$ cat src/design/dtm_pkg.sv
// Shared constants, types and codes for the die temperature monitor.
`timescale 1ns / 1ps
`default_nettype none

package dtm_pkg;

   // defaults for the top-level parameters
   localparam int DEF_SAMPLE_BITS  = 12;
   localparam int DEF_WARMUP_STEPS = 10;

   // warm-up countdown
   localparam int COUNT_W = 4;
   localparam logic [COUNT_W-1:0] LOAD_COUNT   = 4'd5;
   localparam logic [COUNT_W-1:0] SWITCH_COUNT = 4'd2;

   // fixed point: reference in Q.8, gain and offset in Q16
   localparam int REF_FRAC = 8;
   localparam int SCALE_W  = 25;
   localparam int QUO_W    = 26;   // quotient bits kept; larger saturates
   localparam int Q_FRAC   = 16;
   localparam logic [SCALE_W-1:0] SCALE_Q16  = 25'd32401392;   // 1.21 * 408.6
   localparam logic [QUO_W-1:0]   OFFSET_Q16 = 26'd18448384;   // 281.5

   localparam int TEMP_W = 8;
   localparam logic [TEMP_W-1:0] TEMP_MAX = 8'hFF;

   // register file
   localparam int CSR_ADDR_W = 3;
   localparam int CSR_DATA_W = 32;
   localparam logic [TEMP_W-1:0] WARN_RESET  = 8'd75;
   localparam logic [TEMP_W-1:0] ERROR_RESET = 8'd85;

   typedef enum logic {
      REG_WARN  = 1'b0,
      REG_ERROR = 1'b1
   } reg_index_type;

   typedef enum logic [1:0] {
      ALARM_NONE    = 2'd0,
      ALARM_ERROR   = 2'd1,
      ALARM_WARN    = 2'd2,
      ALARM_CLEARED = 2'd3
   } alarm_type;

   // status of the scaling unit toward the sequencer
   typedef struct packed {
      logic busy;
      logic done;
   } scale_stat_type;

endpackage

`default_nettype wire

$ cat src/design/dtm_scale.sv
// Scaling unit: one multiply, then a bit-serial restoring divide by the reference.
`timescale 1ns / 1ps
`default_nettype none

module dtm_scale
   import dtm_pkg::*;
#(
   parameter int SAMPLE_BITS = DEF_SAMPLE_BITS
) (
   input  wire logic                            clock,
   input  wire logic                            reset,
   input  wire logic                            start,
   input  wire logic [SAMPLE_BITS-1:0]          sample,
   input  wire logic [SAMPLE_BITS+REF_FRAC-1:0] ref_level,
   output scale_stat_type                       stat,
   output logic      [TEMP_W-1:0]               temperature
);

   localparam int REF_W  = SAMPLE_BITS + REF_FRAC;
   localparam int PROD_W = SAMPLE_BITS + SCALE_W;
   localparam int NUM_W  = PROD_W + REF_FRAC;
   localparam int HI_W   = NUM_W - QUO_W;
   localparam int CNT_W  = $clog2(QUO_W);
   localparam int T_W    = QUO_W - Q_FRAC;

   typedef enum logic [2:0] {
      S_IDLE,
      S_MUL,
      S_CHECK,
      S_DIV,
      S_OUT
   } state_type;

   state_type               state_ff, state_in;
   logic [SAMPLE_BITS-1:0]  sample_ff, sample_in;
   logic [REF_W-1:0]        ref_ff, ref_in;
   logic [NUM_W-1:0]        num_ff, num_in;
   logic [REF_W-1:0]        rem_ff, rem_in;
   logic [QUO_W-1:0]        quo_ff, quo_in;
   logic [CNT_W-1:0]        cnt_ff, cnt_in;
   logic                    sat_ff, sat_in;

   logic [PROD_W-1:0]       prod;
   logic [HI_W-1:0]         num_hi;
   logic [REF_W:0]          trial;
   logic                    fits;
   logic [QUO_W-1:0]        diff;
   logic [T_W-1:0]          whole;

   assign prod   = PROD_W'(sample_ff) * PROD_W'(SCALE_Q16);
   assign num_hi = num_ff[NUM_W-1:QUO_W];
   // shared subtract/compare: one quotient bit per cycle
   assign trial  = {rem_ff, quo_ff[QUO_W-1]};
   assign fits   = trial >= {1'b0, ref_ff};
   assign diff   = quo_ff - OFFSET_Q16;
   assign whole  = diff[QUO_W-1:Q_FRAC];

   always_comb begin
      if (sat_ff) begin
         temperature = TEMP_MAX;
      end else if (quo_ff <= OFFSET_Q16) begin
         temperature = '0;
      end else if (|whole[T_W-1:TEMP_W]) begin
         temperature = TEMP_MAX;
      end else begin
         temperature = whole[TEMP_W-1:0];
      end
   end

   assign stat.busy = (state_ff != S_IDLE);
   assign stat.done = (state_ff == S_OUT);

   always_comb begin
      state_in  = state_ff;
      sample_in = sample_ff;
      ref_in    = ref_ff;
      num_in    = num_ff;
      rem_in    = rem_ff;
      quo_in    = quo_ff;
      cnt_in    = cnt_ff;
      sat_in    = sat_ff;
      case (state_ff)
         S_IDLE: begin
            if (start) begin
               sample_in = sample;
               ref_in    = ref_level;
               state_in  = S_MUL;
            end
         end
         S_MUL: begin
            num_in   = {prod, {REF_FRAC{1'b0}}};
            state_in = S_CHECK;
         end
         S_CHECK: begin
            // quotient overflows QUO_W bits (or ref is zero) -> saturate
            sat_in   = REF_W'(num_hi) >= ref_ff;
            rem_in   = REF_W'(num_hi);
            quo_in   = num_ff[QUO_W-1:0];
            cnt_in   = '0;
            state_in = S_DIV;
         end
         S_DIV: begin
            if (fits) begin
               rem_in = REF_W'(trial - {1'b0, ref_ff});
            end else begin
               rem_in = trial[REF_W-1:0];
            end
            quo_in = {quo_ff[QUO_W-2:0], fits};
            cnt_in = cnt_ff + 1'b1;
            if (cnt_ff == CNT_W'(QUO_W - 1)) begin
               state_in = S_OUT;
            end
         end
         S_OUT: begin
            state_in = S_IDLE;
         end
         default: begin
            state_in = S_IDLE;
         end
      endcase
   end

   always_ff @(posedge clock) begin
      if (reset) begin
         state_ff <= S_IDLE;
      end else begin
         state_ff <= state_in;
      end
      sample_ff <= sample_in;
      ref_ff    <= ref_in;
      num_ff    <= num_in;
      rem_ff    <= rem_in;
      quo_ff    <= quo_in;
      cnt_ff    <= cnt_in;
      sat_ff    <= sat_in;
   end

endmodule

`default_nettype wire

$ cat src/design/die_temperature_monitor_top.sv
// Top level of the die temperature monitor: warm-up, alarm, handshakes and registers.
`timescale 1ns / 1ps
`default_nettype none

// Die temperature monitor. Each transfer on the req_ channel carries one raw
// converter sample and yields exactly one transfer on the rsp_ channel. The
// first WARMUP_STEPS samples build the reference level (loaded at count 5,
// averaged halfway otherwise, switch_channel flagged at count 2). They report
// temperature 0 and pass from ST_IDLE through ST_DONE back to ST_IDLE. After
// warm-up each sample is scaled as sample / reference * 494.406 - 281.5,
// truncated and clamped to 0..255. The scaling unit runs one multiply step,
// one range check, 26 iterations of a one-bit-per-cycle restoring divider and
// one result step. The hand-off to the output register in ST_DONE and the
// return to ST_IDLE follow, without a pause while it is free. When the result
// channel stalls, a finished result waits in ST_DONE until the output register
// drains. req_stall is high for the whole of that work. A finished result sits
// in the output register so the next sample can be taken while it waits.
// The alarm is evaluated on every sample: error or warning is raised once and
// latched, and cleared when the temperature drops to the warn threshold or
// below. Thresholds live in an APB register file (warn at 0x0, error at 0x4)
// and may only be written while the block is idle.

module die_temperature_monitor_top
   import dtm_pkg::*;
#(
   parameter int SAMPLE_BITS  = DEF_SAMPLE_BITS,
   parameter int WARMUP_STEPS = DEF_WARMUP_STEPS
) (
   input  wire logic                   clock,
   input  wire logic                   reset,
   // sample input
   input  wire logic                   req_valid,
   output logic                        req_stall,
   input  wire logic [SAMPLE_BITS-1:0] req_sample,
   // temperature result
   output logic                        rsp_valid,
   input  wire logic                   rsp_stall,
   output logic      [TEMP_W-1:0]      rsp_temperature,
   output logic                        rsp_calibrated,
   output logic                        rsp_switch_channel,
   output logic      [1:0]             rsp_alarm_event,
   // register file
   input  wire logic                   csr_psel,
   input  wire logic                   csr_penable,
   input  wire logic                   csr_pwrite,
   input  wire logic [CSR_ADDR_W-1:0]  csr_paddr,
   input  wire logic [CSR_DATA_W-1:0]  csr_pwdata,
   output logic      [CSR_DATA_W-1:0]  csr_prdata,
   output logic                        csr_pready
);

   localparam int REF_W = SAMPLE_BITS + REF_FRAC;

   typedef enum logic [1:0] {
      ST_IDLE,
      ST_SCALE,
      ST_DONE
   } state_type;

   state_type           state_ff, state_in;
   logic [TEMP_W-1:0]   warn_ff, warn_in;
   logic [TEMP_W-1:0]   error_ff, error_in;
   logic [COUNT_W-1:0]  count_ff, count_in;
   logic [REF_W-1:0]    ref_ff, ref_in;
   logic                latched_ff, latched_in;
   // result being assembled
   logic [TEMP_W-1:0]   res_temp_ff, res_temp_in;
   logic                res_cal_ff, res_cal_in;
   logic                res_sw_ff, res_sw_in;
   // output register
   logic                out_valid_ff, out_valid_in;
   logic [TEMP_W-1:0]   out_temp_ff, out_temp_in;
   logic                out_cal_ff, out_cal_in;
   logic                out_sw_ff, out_sw_in;
   alarm_type           out_alarm_ff, out_alarm_in;

   logic                req_take;
   logic                out_free;
   logic                out_load;
   logic                csr_write;
   reg_index_type       csr_index;
   logic [REF_W-1:0]    sample_ref;
   logic [REF_W:0]      ref_sum;
   logic                scale_start;
   scale_stat_type      scale_stat;
   logic [TEMP_W-1:0]   scale_temp;
   alarm_type           alarm_code;
   logic                alarm_next;

   // ---------------------------------------------------------------- CSRs
   assign csr_pready = 1'b1;
   assign csr_write  = csr_psel & csr_penable & csr_pwrite & csr_pready;
   assign csr_index  = reg_index_type'(csr_paddr[2]);

   always_comb begin
      case (csr_index)
         REG_WARN:  csr_prdata = CSR_DATA_W'(warn_ff);
         REG_ERROR: csr_prdata = CSR_DATA_W'(error_ff);
         default:   csr_prdata = '0;
      endcase
   end

   // ---------------------------------------------------------------- handshakes
   assign req_stall = (state_ff != ST_IDLE);
   assign req_take  = req_valid & ~req_stall;
   // output register can take a result when empty or being drained this cycle
   assign out_free  = ~out_valid_ff | ~rsp_stall;
   assign out_load  = (state_ff == ST_DONE) & out_free;

   // scaling runs only once the countdown is over
   assign scale_start = req_take & (count_ff == '0);

   // reference: sample in Q.8, halfway average otherwise
   assign sample_ref = {req_sample, {REF_FRAC{1'b0}}};
   assign ref_sum    = {1'b0, ref_ff} + {1'b0, sample_ref};

   dtm_scale #(
      .SAMPLE_BITS(SAMPLE_BITS)
   ) u_scale (
      .clock      (clock),
      .reset      (reset),
      .start      (scale_start),
      .sample     (req_sample),
      .ref_level  (ref_ff),
      .stat       (scale_stat),
      .temperature(scale_temp)
   );

   // latched alarm; error test first, then warning, then clear
   always_comb begin
      alarm_code = ALARM_NONE;
      alarm_next = latched_ff;
      if (res_temp_ff > error_ff && !latched_ff) begin
         alarm_code = ALARM_ERROR;
         alarm_next = 1'b1;
      end else if (res_temp_ff > warn_ff && !latched_ff) begin
         alarm_code = ALARM_WARN;
         alarm_next = 1'b1;
      end else if (res_temp_ff <= warn_ff && latched_ff) begin
         alarm_code = ALARM_CLEARED;
         alarm_next = 1'b0;
      end
   end

   // ---------------------------------------------------------------- sequencer
   always_comb begin
      state_in     = state_ff;
      warn_in      = warn_ff;
      error_in     = error_ff;
      count_in     = count_ff;
      ref_in       = ref_ff;
      latched_in   = latched_ff;
      res_temp_in  = res_temp_ff;
      res_cal_in   = res_cal_ff;
      res_sw_in    = res_sw_ff;
      out_valid_in = out_valid_ff & rsp_stall;
      out_temp_in  = out_temp_ff;
      out_cal_in   = out_cal_ff;
      out_sw_in    = out_sw_ff;
      out_alarm_in = out_alarm_ff;

      if (csr_write) begin
         case (csr_index)
            REG_WARN:  warn_in  = csr_pwdata[TEMP_W-1:0];
            REG_ERROR: error_in = csr_pwdata[TEMP_W-1:0];
            default:   ;
         endcase
      end

      case (state_ff)
         ST_IDLE: begin
            if (req_take) begin
               if (count_ff != '0) begin
                  // warm-up step: build reference, report zero
                  if (count_ff == LOAD_COUNT) begin
                     ref_in = sample_ref;
                  end else begin
                     ref_in = ref_sum[REF_W:1];
                  end
                  count_in    = count_ff - 1'b1;
                  res_temp_in = '0;
                  res_cal_in  = 1'b0;
                  res_sw_in   = (count_ff == SWITCH_COUNT);
                  state_in    = ST_DONE;
               end else begin
                  res_cal_in = 1'b1;
                  res_sw_in  = 1'b0;
                  state_in   = ST_SCALE;
               end
            end
         end
         ST_SCALE: begin
            if (scale_stat.done) begin
               res_temp_in = scale_temp;
               state_in    = ST_DONE;
            end
         end
         ST_DONE: begin
            if (out_load) begin
               out_valid_in = 1'b1;
               out_temp_in  = res_temp_ff;
               out_cal_in   = res_cal_ff;
               out_sw_in    = res_sw_ff;
               out_alarm_in = alarm_code;
               latched_in   = alarm_next;
               state_in     = ST_IDLE;
            end
         end
         default: begin
            state_in = ST_IDLE;
         end
      endcase
   end

   always_ff @(posedge clock) begin
      if (reset) begin
         state_ff     <= ST_IDLE;
         warn_ff      <= WARN_RESET;
         error_ff     <= ERROR_RESET;
         count_ff     <= COUNT_W'(WARMUP_STEPS);
         ref_ff       <= '0;
         latched_ff   <= 1'b0;
         out_valid_ff <= 1'b0;
      end else begin
         state_ff     <= state_in;
         warn_ff      <= warn_in;
         error_ff     <= error_in;
         count_ff     <= count_in;
         ref_ff       <= ref_in;
         latched_ff   <= latched_in;
         out_valid_ff <= out_valid_in;
      end
      res_temp_ff  <= res_temp_in;
      res_cal_ff   <= res_cal_in;
      res_sw_ff    <= res_sw_in;
      out_temp_ff  <= out_temp_in;
      out_cal_ff   <= out_cal_in;
      out_sw_ff    <= out_sw_in;
      out_alarm_ff <= out_alarm_in;
   end

   assign rsp_valid          = out_valid_ff;
   assign rsp_temperature    = out_temp_ff;
   assign rsp_calibrated     = out_cal_ff;
   assign rsp_switch_channel = out_sw_ff;
   assign rsp_alarm_event    = out_alarm_ff;

   // ---------------------------------------------------------------- checks
   // scaling unit only reports completion while the sequencer waits for it
   a_scale_done_in_scale: assert property (@(posedge clock) disable iff (reset)
      scale_stat.done |-> (state_ff == ST_SCALE))
      else $error("scale unit finished outside the scale phase");

   // scaling unit is busy exactly while the sequencer sits in the scale phase
   a_scale_busy_match: assert property (@(posedge clock) disable iff (reset)
      scale_stat.busy == (state_ff == ST_SCALE))
      else $error("scale unit busy out of step with the sequencer");

   // a warm-up result that requests the channel switch never claims calibration
   a_cal_excl_switch: assert property (@(posedge clock) disable iff (reset)
      rsp_valid |-> !(rsp_calibrated && rsp_switch_channel))
      else $error("calibrated and switch_channel both set");

   // countdown never runs above its start value
   a_count_range: assert property (@(posedge clock) disable iff (reset)
      count_ff <= COUNT_W'(WARMUP_STEPS))
      else $error("warm-up count out of range");

   // a raised alarm leaves the latch set
   a_raise_latches: assert property (@(posedge clock) disable iff (reset)
      (out_load && (alarm_code == ALARM_ERROR || alarm_code == ALARM_WARN))
      |=> latched_ff)
      else $error("alarm raised without latching");

endmodule

`default_nettype wire

$ cat config.mk
export PLATFORM = sky130hd
export DESIGN_NAME = die_temperature_monitor_top
export DESIGN_NICKNAME = d
export VERILOG_FILES = /design/src/design/dtm_pkg.sv /design/src/design/dtm_scale.sv /design/src/design/die_temperature_monitor_top.sv
export SDC_FILE = /design/constraint.sdc
export NUM_CORES = 1
export LEC_CHECK = 0
export BUFFER_PORTS_ARGS = -buffer_cell sky130_fd_sc_hd__buf_2
export CAP_MARGIN = 20
export CORE_MARGIN = 4
export CORE_UTILIZATION = 62
export DETAILED_ROUTE_END_ITERATION = 10
export PLACE_DENSITY = 0.79
export SYNTH_ARGS = -nofsm -noshare
export SYNTH_HDL_FRONTEND = slang
export SYNTH_SLANG_ARGS = --single-unit
$ cat constraint.sdc
create_clock -name clock -period 6.9 [get_ports clock]
set_input_delay 1.38 -clock clock [delete_from_list [all_inputs] [get_ports clock]]
set_output_delay 1.38 -clock clock [all_outputs]
set_load 0.005 [all_outputs]
==> reports/metrics.cfg, run 1 <==
[pwr]
peakVddDrop_uv = 155
p_leak_nw = 7.10
powerDensity_mw_per_mm2 = 183

[global_route]
grt_first_pass_wirelength_mm = 53.1
met1_usage_pct = 34.1
grt_usage_pct = 25.2
antenna_found_initial = 0
gr-max-usage-layer = met2
grt_max_degree = 66
gr-usage-met3_pct = 3.63
grt_pass1_vias = 10800
overflow = 0
use_met2_pct = 42.8

[worst_setup_path]
crit_type = register to register
worstSetupStartpointType = register
startpoint = u_scale.sample_ff[6]$_DFFE_PP_
critPathArrivalTime_ns = 6.45
r2r-start = u_scale.sample_ff[6]$_DFFE_PP_
path_max_fanout = 6
crit_chain = fa_1 > inv_1 > fa_1 > inv_1 > fa_1 > fa_1 > inv_1 > fa_1 > inv_1 > ha_1 > a21oi_1 > a21boi_0 > a311o_1 > a221o_1 > a31oi_2 > o211ai_1 > xor2_1
cp_slowest_stage_delay_ns = 0.83
cp_slowest_cell = fa_1
path_common_cell = fa_1
endpoint_kind = register
crit_required_ns = 7.08

[clocking]
cts_root_buf = clkbuf_16
cts_resized = 0
path_clk_slew_ns = 0.08
htree_levels = 4
numCtsBuffers = 17
cts_setup_buffers = 0
clock_latency_ns = 0.44
cts_tree = done
clk_path_buf_depth = 2
cts_num_sinks = 186
postCtsHoldBufs = 0

[sta]
finalWorstSetupSlack_ns = 0.632
fmax_mhz = 160
period_share_pct = 90.8
drv_slew = 0
grt_setup_unrepaired = false
worst_pin_slew_ns = 0.962
relSlewSlack_pct = 35.6
setup_viol = 0
fin_skew_ns = 0.0180
fin_hold_ws_ns = 0.421
timing.final.crit_period_ns = 6.27
setup_tns_ns = 0
final-hold-violation-count = 0

[place]
placedCellCount = 1841
place_ws_ns = 0.717
portBuffers = 49
place_hpwl_mm = 25.1
place_congestion = 0.920

[min_path]
worstHoldStart = res_cal_ff$_DFFE_PP_
holdCritPathClass = register to register

[synth]
synth_area_leader_cell = edfxtp_1
synth_flop_cell = edfxtp_1
ys_seq_elements = 186
synth_common_cells = inv_1, ha_1, edfxtp_1
async_reset_ff_share_pct = 0
yosysSeqAreaShare_pct = 34.7
ys_top_cells_by_area = edfxtp_1, ha_1, fa_1
synth_edf_count = 139
yosysMostFrequentCell = inv_1
ys_types = 62
ys_warn_count = 0
synth_cells = 1506
synth_area_mm2 = 0.0147
syn_area_per_cell_um2 = 9.79
synth_top_area_share_pct = 28.3

[drt]
drc = 0
first_pass_iters = 5
wl_mm = 31.9
wl_per_cell_um = 17.0
final_antenna_net_count = 0
drt_iter0_drc = 782
via_count = 10800
avgViaCountPerCell = 5.77

[die]
rows = 56
dieWidth_um = 162
die_height_um = 162
dieArea_mm2 = 0.0263
io-pin-count = 101
start_util_pct = 63.0
core_area_mm2 = 0.0234

[run_status]
outcome = complete, no violations

[cells_and_area]
n_antenna_cell = 0
finalNetCount = 1864
fin_cells = 1873
utilization_pct = 67.5
synthToLayoutAreaGrowth_pct = 7.09
drive_above_1_share_pct = 6.76

[flow_run]
max_cap_viol_count = 0

kinds of logic after synthesis:
group / Yosys count / share of synthesized area (%)
AND/OR/NAND/NOR: 382 / 12.2
AO/OA/AOI/OAI: 302 / 12.8
buffers and inverters: 299 / 8.27
adder cells (fa/ha/maj): 269 / 28.1
flip-flops: 186 / 34.7
XOR/XNOR: 58 / 3.45
multiplexers: 8 / 0.552
other: 2 / 0.0509
critical path: cells and delay by family (launching register included):
kind / cells / cell delay (ns)
AOI/OAI and AO/OA: 6 / 1.59
xor gates and xnor gates: 1 / 0.17
adders and majority gates: 6 / 3.29
buffers and inverters: 4 / 0.39
DFF: 1 / 0.57
cells in the final DEF (no fill, tap or decap), types with 7 or more instances in the layout:
cell type,count
inv_1,233
ha_1,166
edfxtp_1,139
nand2_1,132
fa_1,103
a21oi_1,101
nor2_1,82
o21ai_0,76
buf_2,49
dfxtp_1,47
nand3_1,44
xnor2_1,36
a21o_1,25
conb_1,25
nor3_1,24
xor2_1,22
nor2b_1,21
and3_1,20
clkbuf_16,17
o21a_1,15
a211oi_1,13
a211o_1,12
nand4_1,10
buf_4,10
a31oi_1,9
nand2b_1,8
o211ai_1,8
and2_1,7
mux2i_1,7
layer usage:
metal	vias up	part of all wire (%)
met4	0	2.3
met2	344	50
met1	5232	43
met3	45	5.6
met5	-	0
li1	5188	-
where the power goes:
group	leakage [nW]	internal, mW	total (mW)	switching [mW]
logic	5.18	0.251	0.608	0.358
clock network	0.261	0.476	0.940	0.464
registers	1.66	1.30	1.35	0.0504
state kept, by name, indices dropped and copies added, names as in the netlist, 2 cells and up:
signal,cells
u_scale.ref_ff,20
u_scale.cnt_ff,5
u_scale.rem_ff,20
state_ff,2
u_scale.state_ff,3
warn_ff,8
error_ff,8
u_scale.num_ff,33
res_temp_ff,8
count_ff,4
ref_ff,20
u_scale.quo_ff,26
rsp_temperature,8
rsp_alarm_event,2
u_scale.sample_ff,12
layout make-up:
class | count | area [µm²]
Clock inverter | 15 | 138
Inverter | 233 | 875
Timing Repair Buffer | 59 | 320
Tap cell | 319 | 399
Clock buffer | 17 | 425
Multi-Input combinational cell | 1044 | 8520
Sequential cell | 186 | 5110
Fill cell | 1863 | 7610
worst paths after layout:
| check | to | slack, ns | depth (start not counted) |
|---|---|---|---|
| min reg2reg | rsp_calibrated$_DFFE_PP_ | 0.42 | 0 |
| max | u_scale.num_ff[43]$_DFFE_PP_ | 0.63 | 17 |
| min | rsp_calibrated$_DFFE_PP_ | 0.42 | 0 |
| max reg2reg | u_scale.num_ff[43]$_DFFE_PP_ | 0.63 | 17 |
metrics by stage:
step / instance area, µm² / power (mW)
6_report: 15800 / 2.89
4_1_cts: 15800 / 2.90
3_5_place_dp: 15200 / 1.97
3_3_place_gp: 15200 / 1.95
5_1_grt: 15800 / 3.05
2_1_floorplan: 14800 / 1.82
Power figures use the tool's default switching activity.
==> inputs of run 2 (changes only) <==
--- a/config.mk
+++ b/config.mk
@@ -10,7 +10,7 @@
 export CORE_MARGIN = 4
 export CORE_UTILIZATION = 62
 export DETAILED_ROUTE_END_ITERATION = 10
-export PLACE_DENSITY = 0.79
+export PLACE_DENSITY = 0.88
 export SYNTH_ARGS = -nofsm -noshare
 export SYNTH_HDL_FRONTEND = slang
 export SYNTH_SLANG_ARGS = --single-unit
==> run 2 against run 1 <==
Combinational power is 1% higher. Clock power is 1% higher. Largest cell class unchanged. Register-to-register slack better by 0.03 ns.
==> reports/metrics.cfg, run 2 (synthesized netlist as in run 1, its figures left out) <==
[run_status]
outcome = complete, no violations

[die]
dieArea_mm2 = 0.0263  ; unchanged
die_height_um = 162  ; unchanged
dieWidth_um = 162  ; unchanged
start_util_pct = 63.0  ; unchanged
io-pin-count = 101  ; unchanged
rows = 56  ; unchanged
core_area_mm2 = 0.0234  ; unchanged

[clocking]
cts_resized = 0  ; unchanged
cts_num_sinks = 186  ; unchanged
cts_tree = done
htree_levels = 4  ; unchanged
cts_setup_buffers = 0  ; unchanged
cts_root_buf = clkbuf_16
clk_path_buf_depth = 2  ; unchanged
postCtsHoldBufs = 0  ; unchanged
clock_latency_ns = 0.44  ; about the same
numCtsBuffers = 17  ; unchanged
path_clk_slew_ns = 0.08  ; about the same

[worst_setup_path]
cp_slowest_stage_delay_ns = 0.82  ; about the same
cp_slowest_cell = fa_1
crit_required_ns = 7.09  ; about the same
path_max_fanout = 6  ; unchanged
critPathArrivalTime_ns = 6.43  ; -0.02 ns
endpoint_kind = register
crit_type = register to register
r2r_cells = 17  ; unchanged
r2r-start = u_scale.sample_ff[6]$_DFFE_PP_
crit_chain = fa_1 > inv_1 > fa_1 > inv_1 > fa_1 > fa_1 > inv_1 > fa_1 > inv_1 > ha_1 > a21oi_1 > a21boi_0 > a311o_1 > a221o_1 > a31oi_2 > o211ai_1 > xor2_1
r2r_slack_ns = 0.67  ; +0.03 ns
worstSetupStartpointType = register
path_common_cell = fa_1
r2r-end = u_scale.num_ff[43]$_DFFE_PP_

[global_route]
overflow = 0  ; unchanged
antenna_found_initial = 0  ; unchanged
grt_first_pass_wirelength_mm = 53.9  ; +1.5%
grt_max_degree = 65  ; -1.5%
grt_pass1_vias = 11100  ; +3.3%
grt_usage_pct = 25.5  ; +0.28 points

[cells_and_area]
finalNetCount = 1864  ; unchanged
fillers = 1753  ; -5.9%
top_register = u_scale.num_ff
synthToLayoutAreaGrowth_pct = 7.11  ; about the same
multi_input_area_mm2 = 0.00851  ; about the same
n_antenna_cell = 0  ; unchanged
mostFrequentLayoutCell = inv_1
utilization_pct = 67.5  ; about the same
reg_top3 = u_scale.num_ff: 33 flops, u_scale.quo_ff: 26 flops
drive_above_1_share_pct = 6.69  ; -0.064 points
final_cell_mix = inv_1, ha_1, edfxtp_1
largest_register_ffs = 33  ; unchanged
seq_area_mm2 = 0.00511  ; unchanged

[sta]
drv_slew = 0  ; unchanged
setup_viol = 0  ; unchanged
grt_setup_unrepaired = false
fmax_mhz = 160  ; +0.54%
setup_tns_ns = 0  ; unchanged
relSlewSlack_pct = 31.9  ; -3.7 points
fin_skew_ns = 0.0146  ; -0.00340 ns
worst_pin_slew_ns = 1.01  ; +0.0434 ns
final-hold-violation-count = 0  ; unchanged
timing.final.crit_period_ns = 6.23  ; -0.0335 ns
period_share_pct = 90.4  ; -0.49 points

[drt]
drc = 0  ; unchanged
wl_per_cell_um = 17.4  ; +2.5%
final_antenna_net_count = 0  ; unchanged
wl_mm = 32.7  ; +2.5%
via_count = 11100  ; +2.3%
avgViaCountPerCell = 5.90  ; +2.3%
drt_iter0_drc = 934  ; +19%
first_pass_iters = 6  ; +1

[place]
place_hpwl_mm = 25.4  ; +0.94%
portBuffers = 49  ; unchanged
place_congestion = 0.947  ; +2.9%

[min_path]
worstHoldStart = res_sw_ff$_SDFFCE_PP0P_
holdPathStages = 0  ; unchanged
min_to = rsp_switch_channel$_DFFE_PP_
holdCritPathClass = register to register

[pwr]
peakVddDrop_uv = 195  ; +25%
p_leak_nw = 7.12  ; +0.24%
powerDensity_mw_per_mm2 = 184  ; +0.58%
power_mw = 2.91  ; +0.61%

[flow_run]
max_cap_viol_count = 0  ; unchanged

==> run 2: final cells by class <==
| cell class | instances | area share [%] |
|---|---|---|
| Timing Repair Buffer | 59 | 2.03 |
| Clock buffer | 20 | 2.96 |
| Tap cell | 319 | 2.53 |
| Sequential cell | 186 | 32.4 |
| Multi-Input combinational cell | 1044 | 53.9 |
| Inverter | 233 | 5.54 |
| Clock inverter | 12 | 0.642 |
==> run 2: how the worst max path moves through the flow <==
stage                                   end  depth (start not counted)                            from  slack [ns]
2_1_floorplan  u_scale.num_ff[43]$_DFFE_PP_                         17  u_scale.sample_ff[9]$_DFFE_PP_        1.26
3_3_place_gp   u_scale.num_ff[43]$_DFFE_PP_                         17  u_scale.sample_ff[6]$_DFFE_PP_        0.79
3_5_place_dp   u_scale.num_ff[43]$_DFFE_PP_                         17  u_scale.sample_ff[6]$_DFFE_PP_        0.67
4_1_cts        u_scale.num_ff[43]$_DFFE_PP_                         17  u_scale.sample_ff[6]$_DFFE_PP_        0.65
5_1_grt        u_scale.num_ff[43]$_DFFE_PP_                         17  u_scale.sample_ff[6]$_DFFE_PP_        0.43
6_report       u_scale.num_ff[43]$_DFFE_PP_                         17  u_scale.sample_ff[6]$_DFFE_PP_        0.67
==> run 2: metal layers <==
metal  vias to the layer above  part of all wire, %  global-route usage [%]
met2                       427                   50                    44.2
met5                         -                    0                       0
met4                         0                  3.9                    9.92
met1                      5381                   40                    32.3
met3                        89                  6.2                    3.98
li1                       5160                    -                       -
==> run 2: report_power, final <==
part | switching [mW] | internal, mW | total, mW
logic | 0.363 | 0.252 | 0.615
clock network | 0.448 | 0.503 | 0.951
registers | 0.0501 | 1.30 | 1.35
total | 0.861 | 2.05 | 2.91
==> run 2: through the flow <==
step	cells	hold WS [ns]	setup slack (ns)	instance area [µm²]
after floorplan	1529	0.400	1.26	14800
after global placement	1841	0.401	0.791	15200
after detailed placement	1841	0.405	0.671	15200
after CTS	1873	0.421	0.651	15800
after global routing	1873	0.427	0.435	15800
final	1873	0.417	0.666	15800
==> run 2: critical path, delay by kind of cell (launching register included) <==
kind | cells | cell delay [ns]
compound gates | 6 | 1.57
xor+xnor | 1 | 0.15
fa+ha+maj | 6 | 3.31
buf+inv | 4 | 0.39
flops | 1 | 0.56
